--- config.mk ---
export PLATFORM = sky130hd
export DESIGN_NAME = addressed_frame_receiver_core_flat
export DESIGN_NICKNAME = d
export VERILOG_FILES = /design/src/sv/afr_pkg.sv /design/src/sv/afr_if.sv /design/src/sv/afr_front.sv /design/src/sv/afr_queue.sv /design/src/sv/afr_back.sv /design/src/sv/addressed_frame_receiver_core.sv /design/src/flat_wrapper.sv
export SDC_FILE = /design/constraint.sdc
export NUM_CORES = 1
export LEC_CHECK = 0
export ABC_AREA = 1
export BUFFER_PORTS_ARGS = -buffer_cell sky130_fd_sc_hd__buf_2
export CAP_MARGIN = 5
export CORE_UTILIZATION = 57
export CTS_CLUSTER_DIAMETER = 80
export DETAILED_ROUTE_END_ITERATION = 6
export PLACE_DENSITY_LB_ADDON = 0.15
export SLEW_MARGIN = 20
export SYNTH_ARGS = -nofsm -noshare
export SYNTH_HDL_FRONTEND = slang
export SYNTH_HIERARCHICAL = 1
export SYNTH_SLANG_ARGS = --single-unit
--- constraint.sdc ---
create_clock -name clk -period 3.18 [get_ports clk]
set_clock_uncertainty 0.15 [all_clocks]
set_input_delay 0.477 -clock clk [delete_from_list [all_inputs] [get_ports clk]]
set_output_delay 0.477 -clock clk [all_outputs]
set_load 0.01 [all_outputs]
--- src/sv/afr_pkg.sv ---
// Package: shared constants, types and codes of the addressed frame receiver.
package afr_pkg;

	// Bytes that one frame buffer holds
	localparam int FRAME_BYTES = 32;
	// Frames that may wait for emission while the next one is received
	localparam int QUEUE_DEPTH = 2;

	localparam int AW     = $clog2(FRAME_BYTES);
	localparam int BUF_W  = $clog2(QUEUE_DEPTH);
	localparam int MEM_AW = BUF_W + AW;
	localparam int QCNT_W = $clog2(QUEUE_DEPTH + 1);

	// Length bytes at or above this value drop the frame
	localparam logic [7:0] LEN_LIMIT = 8'(FRAME_BYTES - 3);

	// Configuration register indexes
	typedef enum logic [1:0] {
		REG_START_BYTE = 2'd0,
		REG_OWN_ADDR   = 2'd1,
		REG_BCAST_ADDR = 2'd2
	} afr_reg_t;

	// Parser phases
	typedef enum logic [2:0] {
		PH_WAIT = 3'd0,
		PH_DEST = 3'd1,
		PH_SRC  = 3'd2,
		PH_LEN  = 3'd3,
		PH_DATA = 3'd4,
		PH_SUM  = 3'd5
	} afr_phase_t;

	// Write into the frame store
	typedef struct packed {
		logic              en;
		logic [MEM_AW-1:0] addr;
		logic [7:0]        data;
	} afr_wr_t;

	// Frame descriptor handoff between parser and emitter
	typedef struct packed {
		logic          push;
		logic [AW-1:0] total;
	} afr_push_t;

endpackage

--- src/sv/afr_if.sv ---
// Interfaces: receive byte channel, frame byte channel and configuration write channel.
interface afr_rx_if;
	logic       valid;
	logic       ready;
	logic [7:0] rx_byte;

	modport source (output valid, output rx_byte, input ready);
	modport sink   (input valid, input rx_byte, output ready);
endinterface

interface afr_frame_if;
	logic       valid;
	logic       ready;
	logic [7:0] frame_byte;
	logic       frame_last;

	modport source (output valid, output frame_byte, output frame_last, input ready);
	modport sink   (input valid, input frame_byte, input frame_last, output ready);
endinterface

interface afr_cfg_if;
	logic       valid;
	logic       ready;
	logic [1:0] index;
	logic [7:0] data;

	modport source (output valid, output index, output data, input ready);
	modport sink   (input valid, input index, input data, output ready);
endinterface

--- src/sv/afr_front.sv ---
// Front part: configuration registers, frame parser and frame store writes.
module afr_front (
	input  logic                       clk,
	input  logic                       arst_n,
	input  logic                       rx_valid,
	output logic                       rx_ready,
	input  logic [7:0]                 rx_byte,
	input  logic                       cfg_valid,
	input  logic [1:0]                 cfg_index,
	input  logic [7:0]                 cfg_data,
	input  logic                       q_full,
	output afr_pkg::afr_wr_t           wr,
	output afr_pkg::afr_push_t         push
);

	afr_pkg::afr_phase_t          phase_q, phase_d;
	logic [afr_pkg::AW-1:0]       count_q, count_d;
	logic [7:0]                   sum_q, sum_d;
	logic [afr_pkg::BUF_W-1:0]    buf_q;
	logic [7:0]                   dest_q;
	logic [afr_pkg::AW-1:0]       len_q;
	logic [7:0]                   start_byte_q, own_addr_q, bcast_addr_q;
	logic                         accept;
	logic                         put;
	logic                         data_done;

	// Configuration registers; unknown indexes are ignored
	always_ff @(posedge clk or negedge arst_n) begin
		if (!arst_n) begin
			start_byte_q <= 8'd2;
			own_addr_q   <= 8'd0;
			bcast_addr_q <= 8'd255;
		end else if (cfg_valid) begin
			unique case (cfg_index)
				afr_pkg::REG_START_BYTE: start_byte_q <= cfg_data;
				afr_pkg::REG_OWN_ADDR:   own_addr_q   <= cfg_data;
				afr_pkg::REG_BCAST_ADDR: bcast_addr_q <= cfg_data;
				default: ;
			endcase
		end
	end

	// Hold a new frame at the byte after its start byte until a buffer is free
	assign rx_ready  = !(phase_q == afr_pkg::PH_DEST && q_full);
	assign accept    = rx_valid && rx_ready;
	assign data_done = ({1'b0, count_q} == ({1'b0, len_q} + (afr_pkg::AW+1)'(2)));

	// Next phase, store writes and descriptor push
	always_comb begin
		phase_d    = phase_q;
		count_d    = count_q;
		sum_d      = sum_q;
		put        = 1'b0;
		push.push  = 1'b0;
		push.total = len_q + afr_pkg::AW'(3);
		if (accept) begin
			unique case (phase_q)
				afr_pkg::PH_WAIT: begin
					if (rx_byte == start_byte_q) begin
						count_d = '0;
						sum_d   = '0;
						phase_d = afr_pkg::PH_DEST;
					end
				end
				afr_pkg::PH_DEST: begin
					put     = 1'b1;
					count_d = count_q + 1'b1;
					phase_d = afr_pkg::PH_SRC;
				end
				afr_pkg::PH_SRC: begin
					put     = 1'b1;
					count_d = count_q + 1'b1;
					phase_d = afr_pkg::PH_LEN;
				end
				afr_pkg::PH_LEN: begin
					if (rx_byte != 8'd0 && rx_byte < afr_pkg::LEN_LIMIT) begin
						put     = 1'b1;
						count_d = count_q + 1'b1;
						phase_d = afr_pkg::PH_DATA;
					end else begin
						phase_d = afr_pkg::PH_WAIT;
					end
				end
				afr_pkg::PH_DATA: begin
					put = 1'b1;
					if (data_done) begin
						phase_d = afr_pkg::PH_SUM;
					end else begin
						count_d = count_q + 1'b1;
					end
				end
				afr_pkg::PH_SUM: begin
					push.push = (sum_q == rx_byte) &&
						(dest_q == bcast_addr_q || dest_q == own_addr_q);
					phase_d   = afr_pkg::PH_WAIT;
				end
				default: begin
					phase_d = afr_pkg::PH_WAIT;
				end
			endcase
			if (put) begin
				sum_d = sum_q + rx_byte;
			end
		end
	end

	assign wr.en   = put;
	assign wr.addr = {buf_q, count_q};
	assign wr.data = rx_byte;

	// Parser state; advance the write buffer on every queued frame
	always_ff @(posedge clk or negedge arst_n) begin
		if (!arst_n) begin
			phase_q <= afr_pkg::PH_WAIT;
			count_q <= '0;
			sum_q   <= '0;
			buf_q   <= '0;
		end else begin
			phase_q <= phase_d;
			count_q <= count_d;
			sum_q   <= sum_d;
			if (push.push) begin
				buf_q <= buf_q + 1'b1;
			end
		end
	end

	// Keep destination and length of the frame in progress
	always_ff @(posedge clk) begin
		if (accept && phase_q == afr_pkg::PH_DEST) begin
			dest_q <= rx_byte;
		end
		if (accept && phase_q == afr_pkg::PH_LEN) begin
			len_q <= rx_byte[afr_pkg::AW-1:0];
		end
	end

endmodule

--- src/sv/afr_queue.sv ---
// Descriptor queue: byte totals of accepted frames waiting for emission.
module afr_queue (
	input  logic                       clk,
	input  logic                       arst_n,
	input  afr_pkg::afr_push_t         push,
	input  logic                       pop,
	output logic                       full,
	output logic                       nonempty,
	output logic [afr_pkg::AW-1:0]     head_total
);

	logic [afr_pkg::AW-1:0]     entry_q [afr_pkg::QUEUE_DEPTH];
	logic [afr_pkg::BUF_W-1:0]  head_q, tail_q;
	logic [afr_pkg::QCNT_W-1:0] count_q;

	assign full       = (count_q == afr_pkg::QCNT_W'(afr_pkg::QUEUE_DEPTH));
	assign nonempty   = (count_q != '0);
	assign head_total = entry_q[head_q];

	// Store the pushed total
	always_ff @(posedge clk) begin
		if (push.push) begin
			entry_q[tail_q] <= push.total;
		end
	end

	// Advance pointers and count
	always_ff @(posedge clk or negedge arst_n) begin
		if (!arst_n) begin
			head_q  <= '0;
			tail_q  <= '0;
			count_q <= '0;
		end else begin
			if (push.push) begin
				tail_q <= tail_q + 1'b1;
			end
			if (pop) begin
				head_q <= head_q + 1'b1;
			end
			if (push.push && !pop) begin
				count_q <= count_q + 1'b1;
			end else if (pop && !push.push) begin
				count_q <= count_q - 1'b1;
			end
		end
	end

endmodule

--- src/sv/afr_back.sv ---
// Back part: frame store memory and byte emitter with an output register.
module afr_back (
	input  logic                       clk,
	input  logic                       arst_n,
	input  afr_pkg::afr_wr_t           wr,
	input  logic                       q_nonempty,
	input  logic [afr_pkg::AW-1:0]     q_total,
	output logic                       q_pop,
	output logic                       out_valid,
	input  logic                       out_ready,
	output logic [7:0]                 out_byte,
	output logic                       out_last
);

	logic [7:0]                  store_q [2**afr_pkg::MEM_AW];
	logic [afr_pkg::AW-1:0]      idx_q;
	logic [afr_pkg::BUF_W-1:0]   rd_buf_q;
	logic [7:0]                  rdata_s1;
	logic                        rd_valid_s1;
	logic                        rd_last_s1;
	logic                        out_valid_q;
	logic [7:0]                  out_byte_q;
	logic                        out_last_q;
	logic                        load_out;
	logic                        issue;
	logic                        last_issue;

	assign load_out   = rd_valid_s1 && (!out_valid_q || out_ready);
	assign issue      = q_nonempty && (!rd_valid_s1 || load_out);
	assign last_issue = (idx_q == q_total - 1'b1);
	assign q_pop      = issue && last_issue;

	// Frame store: written by the parser, read here one byte per issue
	always_ff @(posedge clk) begin
		if (wr.en) begin
			store_q[wr.addr] <= wr.data;
		end
		if (issue) begin
			rdata_s1   <= store_q[{rd_buf_q, idx_q}];
			rd_last_s1 <= last_issue;
		end
		if (load_out) begin
			out_byte_q <= rdata_s1;
			out_last_q <= rd_last_s1;
		end
	end

	// Advance the read position; move to the next buffer after the last byte
	always_ff @(posedge clk or negedge arst_n) begin
		if (!arst_n) begin
			idx_q       <= '0;
			rd_buf_q    <= '0;
			rd_valid_s1 <= 1'b0;
			out_valid_q <= 1'b0;
		end else begin
			if (issue) begin
				if (last_issue) begin
					idx_q    <= '0;
					rd_buf_q <= rd_buf_q + 1'b1;
				end else begin
					idx_q <= idx_q + 1'b1;
				end
				rd_valid_s1 <= 1'b1;
			end else if (load_out) begin
				rd_valid_s1 <= 1'b0;
			end
			if (load_out) begin
				out_valid_q <= 1'b1;
			end else if (out_ready) begin
				out_valid_q <= 1'b0;
			end
		end
	end

	assign out_valid = out_valid_q;
	assign out_byte  = out_byte_q;
	assign out_last  = out_last_q;

endmodule

--- src/sv/addressed_frame_receiver_core.sv ---
// Top level: addressed frame receiver with decoupled parser and frame emitter.
//
// Channel | Dir | Payload             | Item
// rx      | in  | rx_byte[7:0]        | one received serial byte
// frame   | out | frame_byte, last    | one byte of an accepted frame
// cfg     | in  | index[1:0], data    | one register write (always ready)
//
// The parser takes one byte per cycle; an accepted frame of N bytes
// (N = length + 3, at most 31) leaves at one byte per cycle while the
// frame channel is ready. Two frame buffers let a frame be received while
// the previous one is emitted; the first byte after a start byte stalls
// only while both buffers still wait for emission.
// arst_n clears parser, queue and emitter; the frame store needs no clearing.
module addressed_frame_receiver_core (
	input  logic            clk,
	input  logic            arst_n,
	afr_rx_if.sink          rx,
	afr_frame_if.source     frame,
	afr_cfg_if.sink         cfg
);

	afr_pkg::afr_wr_t          wr;
	afr_pkg::afr_push_t        push;
	logic                      q_full;
	logic                      q_nonempty;
	logic                      q_pop;
	logic [afr_pkg::AW-1:0]    q_total;

	assign cfg.ready = 1'b1;

	afr_front u_front (
		.clk       (clk),
		.arst_n    (arst_n),
		.rx_valid  (rx.valid),
		.rx_ready  (rx.ready),
		.rx_byte   (rx.rx_byte),
		.cfg_valid (cfg.valid),
		.cfg_index (cfg.index),
		.cfg_data  (cfg.data),
		.q_full    (q_full),
		.wr        (wr),
		.push      (push)
	);

	afr_queue u_queue (
		.clk        (clk),
		.arst_n     (arst_n),
		.push       (push),
		.pop        (q_pop),
		.full       (q_full),
		.nonempty   (q_nonempty),
		.head_total (q_total)
	);

	afr_back u_back (
		.clk        (clk),
		.arst_n     (arst_n),
		.wr         (wr),
		.q_nonempty (q_nonempty),
		.q_total    (q_total),
		.q_pop      (q_pop),
		.out_valid  (frame.valid),
		.out_ready  (frame.ready),
		.out_byte   (frame.frame_byte),
		.out_last   (frame.frame_last)
	);

endmodule

--- src/flat_wrapper.sv ---
// flat-port wrapper written by rule: the top's interface ports become plain ports
module addressed_frame_receiver_core_flat 
  (clk, arst_n, rx_valid, rx_rx_byte, rx_ready, frame_valid, frame_frame_byte, frame_frame_last, frame_ready, cfg_valid, cfg_index, cfg_data, cfg_ready);
  afr_rx_if rx_i ();
  afr_frame_if frame_i ();
  afr_cfg_if cfg_i ();
  input  logic clk;
  input  logic arst_n;
  input wire logic [$bits(rx_i.valid)-1:0] rx_valid;
  input wire logic [$bits(rx_i.rx_byte)-1:0] rx_rx_byte;
  output wire logic [$bits(rx_i.ready)-1:0] rx_ready;
  output wire logic [$bits(frame_i.valid)-1:0] frame_valid;
  output wire logic [$bits(frame_i.frame_byte)-1:0] frame_frame_byte;
  output wire logic [$bits(frame_i.frame_last)-1:0] frame_frame_last;
  input wire logic [$bits(frame_i.ready)-1:0] frame_ready;
  input wire logic [$bits(cfg_i.valid)-1:0] cfg_valid;
  input wire logic [$bits(cfg_i.index)-1:0] cfg_index;
  input wire logic [$bits(cfg_i.data)-1:0] cfg_data;
  output wire logic [$bits(cfg_i.ready)-1:0] cfg_ready;
  assign rx_i.valid = rx_valid;
  assign rx_i.rx_byte = rx_rx_byte;
  assign rx_ready = rx_i.ready;
  assign frame_valid = frame_i.valid;
  assign frame_frame_byte = frame_i.frame_byte;
  assign frame_frame_last = frame_i.frame_last;
  assign frame_i.ready = frame_ready;
  assign cfg_i.valid = cfg_valid;
  assign cfg_i.index = cfg_index;
  assign cfg_i.data = cfg_data;
  assign cfg_ready = cfg_i.ready;
  addressed_frame_receiver_core u_core (.clk(clk), .arst_n(arst_n), .rx(rx_i), .frame(frame_i), .cfg(cfg_i));
endmodule
==> reports/metrics.cfg, run 1 <==
[timing]
fmax_ghz=0.349
rsz0062_at_grt=no
tightest_slew_ns=0.962
setup_viol=0
hold_viol=0
finalMaxSlewViolations=0
worst_slack_ns=0.315
fin_setup_tns_ns=0
min_period_ns=2.86
period_share_pct=90.1
maxSlewHeadroom_pct=35.3

[global_route]
grt_pass1_wl_mm=100
grt_max_degree=118
overflow=0
antenna_found_initial=0
grt_use_total_pct=27.9
grt_pass1_vias=17600

[pwr]
internal_power_mw=13.3
ir_worst_vdd_mv=0.468
power.switching_mw=4.03
pwr-share-clk_pct=39.5
power_density_nw_per_um2=583
p_seq_share_pct=52.8
combinationalPowerShare_pct=7.8
switching_share_pct=23.2
leakagePower_nw=12.2

[drt]
wl_met2_mm=30.2
highest_layer=met4
viasPerCell=5.52
met3_length_mm=4.87
drtPass1Iterations=6
drt-met1-wl_mm=28.2
drt_iter0_drc=1887
route.detailed.drc=0
drt-total-wl_mm=64.8
routedWlPerCell_um=19.6
dr_total_vias=18300
postRouteAntennaNets=0

[clock_network]
clock_sinks=606
clk_pin_slew_worst_paths_ns=0.07
post_cts_buffers=0
clock_latency_ns=0.63
cts_buffer_depth=3
cts_root_buffer=clkbuf_16
cts_tree=yes
cts-resized-gates=0
h-tree-depth=2
cts_hold_buffers=9
cts_buffers=58

[synth]
ys_ff_latch=606
synth_ff_type=edfxtp_1
syn_avg_cell_area_um2=10.3
synth-edff-count=553
syn-cell-area_um2=26700
synthTopCellsByArea=edfxtp_1, nand2_1, nand3_1, dfrtp_1, nor2_1
synth_warnings=6
synth.largest_area_cell=edfxtp_1
ys_seq_area_share_pct=67.2
syn_inst=2581
synth.distinct_cells=41
synth_common_cells=nand2_1, edfxtp_1, nor2_1
syn_nets=2619
synth_most_common_cell=nand2_1
async_flop_share_pct=8.75
synth_top_area_share_pct=62.2

[final_layout]
multi_input_area_um2=7110
fin_nets=2699
seqCellArea_um2=18000
diodes=0
fin_util_pct=65.1
area_delta_synth_final_pct=11.6
drive_above_1_share_pct=10.2
nFillCells=3629
layout.cells.non_filler=3309

[setup_path]
crit_type=flop to flop
cp-end-kind=flop
required_ns=3.54
crit_fanout=6
worstPathArrival_ns=3.23
startpoint_type=flop

[flow_run]
maxCapViolCount=0

[floorplanning]
fp.dieH_um=218
coreArea_um2=45800
ioPinCount=35
die_w_um=218
rows=78
die_area_um2=47700
start_util_pct=58.3

[placed_design]
port_buffers=33
post-place-ws_ns=0.271
placed_cells=3192
hpwl_mm=39.6
routabilityCongestion=0.870

[outcome]
status=completed

[min_path]
hold_class=primary input to flop

[power groups by stage]
stage | Combinational (mW) | Clock [mW] | Sequential (mW)
2_1_floorplan | 0.960 | 0 | 9.22
3_3_place_gp | 1.30 | 0 | 9.30
3_5_place_dp | 1.33 | 0 | 9.31
4_1_cts | 1.35 | 6.94 | 9.15
5_1_grt | 1.52 | 7.25 | 9.17
6_report | 1.35 | 6.84 | 9.15
[stage by stage]
step	hold slack (ns)	total power [mW]	instance area [um^2]
after floorplan	0.0314	10.2	26700
after global placement	0.254	10.6	27800
after detailed placement	0.255	10.6	27800
after CTS	0.000298	17.4	29800
after global routing	0.00352	17.9	29800
final	0.0303	17.3	29800
[worst max-delay path, cell delays in order (launching register included)]
cell	delay (ns)
dfrtp_1	0.53
mux2_4	0.35
inv_1	0.08
ha_1	0.20
xnor2_1	0.17
xor2_1	0.10
nor2_1	0.18
nand3_1	0.22
inv_1	0.15
inv_1	0.06
ha_1	0.30
inv_1	0.09
nand3_1	0.08
nand2_1	0.06
nand2_1	0.05
[routing by layer]
metal | GRT usage [%] | vias up
met4 | 8.07 | 0
met3 | 4.36 | 99
met1 | 40.2 | 8799
met2 | 44.0 | 716
met5 | 0 | -
li1 | - | 8648
[final timing paths]
| path | cells past startpoint | to | slack (ns) | from |
|---|---|---|---|---|
| worst max register to register | 14 | u_core/u_queue/count_q[1] | 0.32 | u_core/u_queue/head_q |
| worst min-delay path | 3 | u_core/u_front/bcast_addr_q[3] | 0.03 | cfg_data[3] |
| worst min register to register | 0 | u_core/u_back/out_byte[1] | 0.27 | u_core/u_back/rdata_s1[1] |
| worst max-delay path | 14 | u_core/u_queue/count_q[1] | 0.32 | u_core/u_queue/head_q |
| max in group asynchronous | 3 | u_core/u_front/bcast_addr_q[0] | 1.73 | arst_n |
| min in group asynchronous | 2 | u_core/u_back/out_valid | 0.25 | arst_n |
[registers in the layout, indices dropped and copies added, names as in the netlist]
name,count
u_core/u_back/store_q,512
u_core/u_queue/entry_q,10
u_core/u_back/out_byte,8
u_core/u_back/rdata_s1,8
u_core/u_front/bcast_addr_q,8
u_core/u_front/dest_q,8
u_core/u_front/own_addr_q,8
u_core/u_front/start_byte_q,8
u_core/u_front/sum_q,8
u_core/u_back/idx_q,5
u_core/u_front/count_q,5
u_core/u_front/len_q,5
u_core/u_front/phase_q,3
u_core/u_queue/count_q,2
u_core/u_back/out_last,1
u_core/u_back/out_valid,1
u_core/u_back/rd_buf_q,1
u_core/u_back/rd_last_s1,1
u_core/u_back/rd_valid_s1,1
u_core/u_front/buf_q,1
u_core/u_queue/head_q,1
u_core/u_queue/tail_q,1
[kinds of logic after synthesis]
family,share of synthesized area [%]
AOI/OAI and AO/OA,2.79
xor gates and xnor gates,1.38
adders and majority gates,0.731
buffers and inverters,6.13
DFF,67.2
muxes,0.281
other,0.0141
and+or+nand+nor,21.4
[placed cells by master (no fill, tap or decap), types with 2 or more instances in the layout]
cell,netlist,layout
clkbuf_8,0,4
inv_2,5,4
ha_1,14,14
mux2_4,5,5
dfstp_2,9,9
nand2_2,3,3
xor2_1,16,16
nor4_1,9,9
inv_1,246,246
nor3_1,4,4
o21ai_1,10,10
nor2_1,266,266
buf_4,17,97
or2_2,14,14
dfrtp_1,44,42
clkinv_1,2,15
dfrtp_4,0,2
clkbuf_1,32,8
buf_2,42,33
nand2_1,806,806
dlygate4sd3_1,0,9
clkinv_2,0,16
o21ai_0,93,93
nand3_1,252,252
xnor2_1,26,26
inv_6,0,2
nor2_2,3,3
nand2_4,4,4
nand4_1,18,18
bufinv_16,0,5
a21oi_1,41,41
edfxtp_1,553,553
buf_12,0,7
clkbuf_16,0,60
[area by class of cell]
cell class,instances,area share [%]
Timing Repair Buffer,146,3.77
Inverter,254,3.22
Tap cell,600,2.52
Clock inverter,36,1.00
Sequential cell,606,60.3
Clock buffer,72,5.33
Multi-Input combinational cell,1595,23.9
Note: power is estimated with default switching activity, not from simulation.
==> inputs of run 2 (changes only) <==
--- a/config.mk
+++ b/config.mk
@@ -5,12 +5,11 @@
 export SDC_FILE = /design/constraint.sdc
 export NUM_CORES = 1
 export LEC_CHECK = 0
-export ABC_AREA = 1
 export BUFFER_PORTS_ARGS = -buffer_cell sky130_fd_sc_hd__buf_2
-export CAP_MARGIN = 5
 export CORE_UTILIZATION = 57
 export CTS_CLUSTER_DIAMETER = 80
 export DETAILED_ROUTE_END_ITERATION = 6
+export MAX_ROUTING_LAYER = met4
 export PLACE_DENSITY_LB_ADDON = 0.15
 export SLEW_MARGIN = 20
 export SYNTH_ARGS = -nofsm -noshare
==> reports/metrics.cfg, run 2 <==
[setup_path]
r2r_cells=6  ; -8
cp_top_family=compound AO/OA/AOI/OAI gates
r2r_slack_ns=0.25  ; -0.07 ns
crit_fanout=15  ; +9
r2r_start=u_core/u_back/idx_q[0]
r2r-end=u_core/u_back/rdata_s1[2]
required_ns=3.35  ; -0.19 ns
worstSetupEndpoint=u_core/u_back/rdata_s1[2]
cp-end-kind=flop
max_stage_delay_ns=0.56  ; +0.03 ns
startpoint=u_core/u_back/idx_q[0]
crit_type=flop to flop
startpoint_type=flop
worstPathArrival_ns=3.11  ; -0.12 ns
path_buf_inv=1  ; -3
slowest_stage=dfrtp_4
crit_cells=6  ; -8
path_cells=buf_12 > mux4_2 > mux2i_1 > o22ai_1 > o21ai_0 > o21ai_1

[pwr]
power_mw=17.7  ; +1.9%
ir_worst_vdd_mv=0.546  ; +17%
power_density_nw_per_um2=631  ; +8.3%
leakagePower_nw=9.09  ; -25%

[floorplanning]
ioPinCount=35  ; unchanged
fp.dieH_um=210  ; -3.9%
rows=75  ; -3.8%
coreArea_um2=42300  ; -7.5%
die_w_um=210  ; -3.9%
die_area_um2=44100  ; -7.6%
start_util_pct=58.2  ; -0.082 points

[drt]
route.detailed.drc=0  ; unchanged
drt-total-wl_mm=52.8  ; -19%
dr_total_vias=12600  ; -31%
drt_iter0_drc=1238  ; -34%
drtPass1Iterations=6  ; unchanged
routedWlPerCell_um=25.5  ; +30%
viasPerCell=6.08  ; +10%
postRouteAntennaNets=0  ; unchanged

[synth]
async_flop_share_pct=8.75  ; unchanged
synthTopCellsByArea=edfxtp_1, mux4_2, dfrtp_1, mux2i_1, xnor2_1
ys_seq_area_share_pct=72.8  ; +5.6 points
syn_nets=1343  ; -49%
synth_most_common_cell=edfxtp_1
synth.largest_area_cell=edfxtp_1
syn-cell-area_um2=24600  ; -7.7%
synth_common_cells=edfxtp_1, mux4_2, nor2_1
ys_ff_latch=606  ; unchanged
syn_inst=1305  ; -49%
synth-edff-count=553  ; unchanged
synth_warnings=6  ; unchanged
synth.distinct_cells=62  ; +51%
synth_ff_type=edfxtp_1
syn_avg_cell_area_um2=18.9  ; +83%
synth_top_area_share_pct=67.4  ; +5.2 points

[global_route]
grt_max_degree=69  ; -42%
antenna_found_initial=0  ; unchanged
grt_pass1_vias=12600  ; -29%
overflow=0  ; unchanged
grt_pass1_wl_mm=78.9  ; -21%
grt_use_total_pct=25.5  ; -2.4 points

[timing]
finalMaxSlewViolations=0  ; unchanged
setup_viol=0  ; unchanged
maxSlewHeadroom_pct=39.7  ; +4.5 points
tightest_slew_ns=0.904  ; -0.0582 ns
fin_setup_tns_ns=0  ; unchanged
period_share_pct=92.3  ; +2.2 points
fmax_ghz=0.341  ; -2.3%
min_period_ns=2.93  ; +0.0689 ns
hold_viol=0  ; unchanged
rsz0062_at_grt=no

[outcome]
status=completed

[clock_network]
cts_buffer_depth=3  ; unchanged
cts_buffers=57  ; -1.7%
h-tree-depth=2  ; unchanged
post_cts_buffers=0  ; unchanged
clk_pin_slew_worst_paths_ns=0.06  ; about the same
clock_sinks=606  ; unchanged
cts_tree=yes
cts_root_buffer=clkbuf_16
clock_latency_ns=0.61  ; -0.02 ns

[final_layout]
fin_nets=1482  ; -45%
reg.largest.list=u_core/u_back/store_q: 512 flops, u_core/u_queue/entry_q: 10 flops
diodes=0  ; unchanged
final_common_cell=edfxtp_1
final_cell_mix=edfxtp_1, mux4_2, buf_4
nFillCells=2781  ; -23%
drive_above_1_share_pct=27.4  ; +17 points
largest_register_ffs=512  ; unchanged
top_register=u_core/u_back/store_q
fin_util_pct=66.2  ; +1.1 points
area_delta_synth_final_pct=13.7

[placed_design]
port_buffers=33  ; unchanged
routabilityCongestion=0.915  ; +5.1%
hpwl_mm=32.3  ; -18%

[min_path]
hold_start=rx_rx_byte[4]
hold_class=primary input to flop
whs_path_depth=1  ; -2

[flow_run]
maxCapViolCount=0  ; unchanged

## run 2: cell types whose count changed after synthesis, moves of 83 or more
| cell | delta |
|---|---|
| inv_1 | -231 |
| mux4_2 | +124 |
| nand2_1 | -780 |
| nand3_1 | -230 |
| nor2_1 | -171 |
| o21ai_0 | -83 |
## run 2: logic make-up (layout without fill, tap and decap cells)
group | Yosys count | count (layout) | share of synthesized area (%)
other | 1 | 1 | 0.0152
muxes | 203 | 203 | 14.7
buffers and inverters | 88 | 274 | 1.97
DFF | 606 | 606 | 72.8
and+or+nand+nor | 219 | 219 | 4.33
adders and majority gates | 15 | 15 | 0.792
xor gates and xnor gates | 56 | 56 | 1.99
AOI/OAI and AO/OA | 117 | 117 | 3.39
## run 2: how the worst min path moves through the flow
stage	endpoint	slack, ns
after floorplan	u_core/u_back/idx_q[0]	0.03
after global placement	u_core/u_back/out_byte[4]	0.26
after detailed placement	u_core/u_back/out_byte[4]	0.25
after CTS	u_core/u_front/dest_q[4]	0.03
after global routing	u_core/u_front/dest_q[4]	0.05
final	u_core/u_front/dest_q[4]	0.06
## run 2: layout make-up
| type | count | area [um^2] | share of cell area, % |
|---|---|---|---|
| Clock buffer | 67 | 1460 | 5.22 |
| Clock inverter | 39 | 394 | 1.41 |
| Inverter | 15 | 56.3 | 0.201 |
| Multi-Input combinational cell | 611 | 6230 | 22.2 |
| Sequential cell | 606 | 18000 | 64.1 |
| Tap cell | 577 | 722 | 2.58 |
| Timing Repair Buffer | 153 | 1200 | 4.30 |
## run 2: power by group
part	switching [mW]	internal, mW
Sequential	0.296	9.03
Clock	2.82	3.93
Combinational	0.920	0.676
## run 2: stage by stage
step	std cells	area, um^2	worst slack, ns	hold slack (ns)
2_1_floorplan	1305	24600	0.0879	0.0314
3_3_place_gp	1952	26100	0.0654	0.255
3_5_place_dp	1952	26100	0.0511	0.255
4_1_cts	2068	28000	0.180	0.0293
5_1_grt	2068	28000	0.00388	0.0500
6_report	2068	28000	0.246	0.0579
## run 2: metal layers
layer  up-vias  wire, um  share of wire [%]  track usage (%)
met1      6488     22500                 43             35.6
met3        94      3660                6.9             4.70
met4         0      1160                2.2             6.54
met2       482     25400                 48             39.3
li1       5509         -                  -                -
met5         -         0                  0                -
## run 2: what timing repair did
| action | in CTS | in global routing |
|---|---|---|
| resized for setup | 0 | 1 |
| hold buffers | 10 | 0 |
| endpoints found under the hold margin | 79 | 0 |
| endpoints found under the setup margin | 0 | 1 |
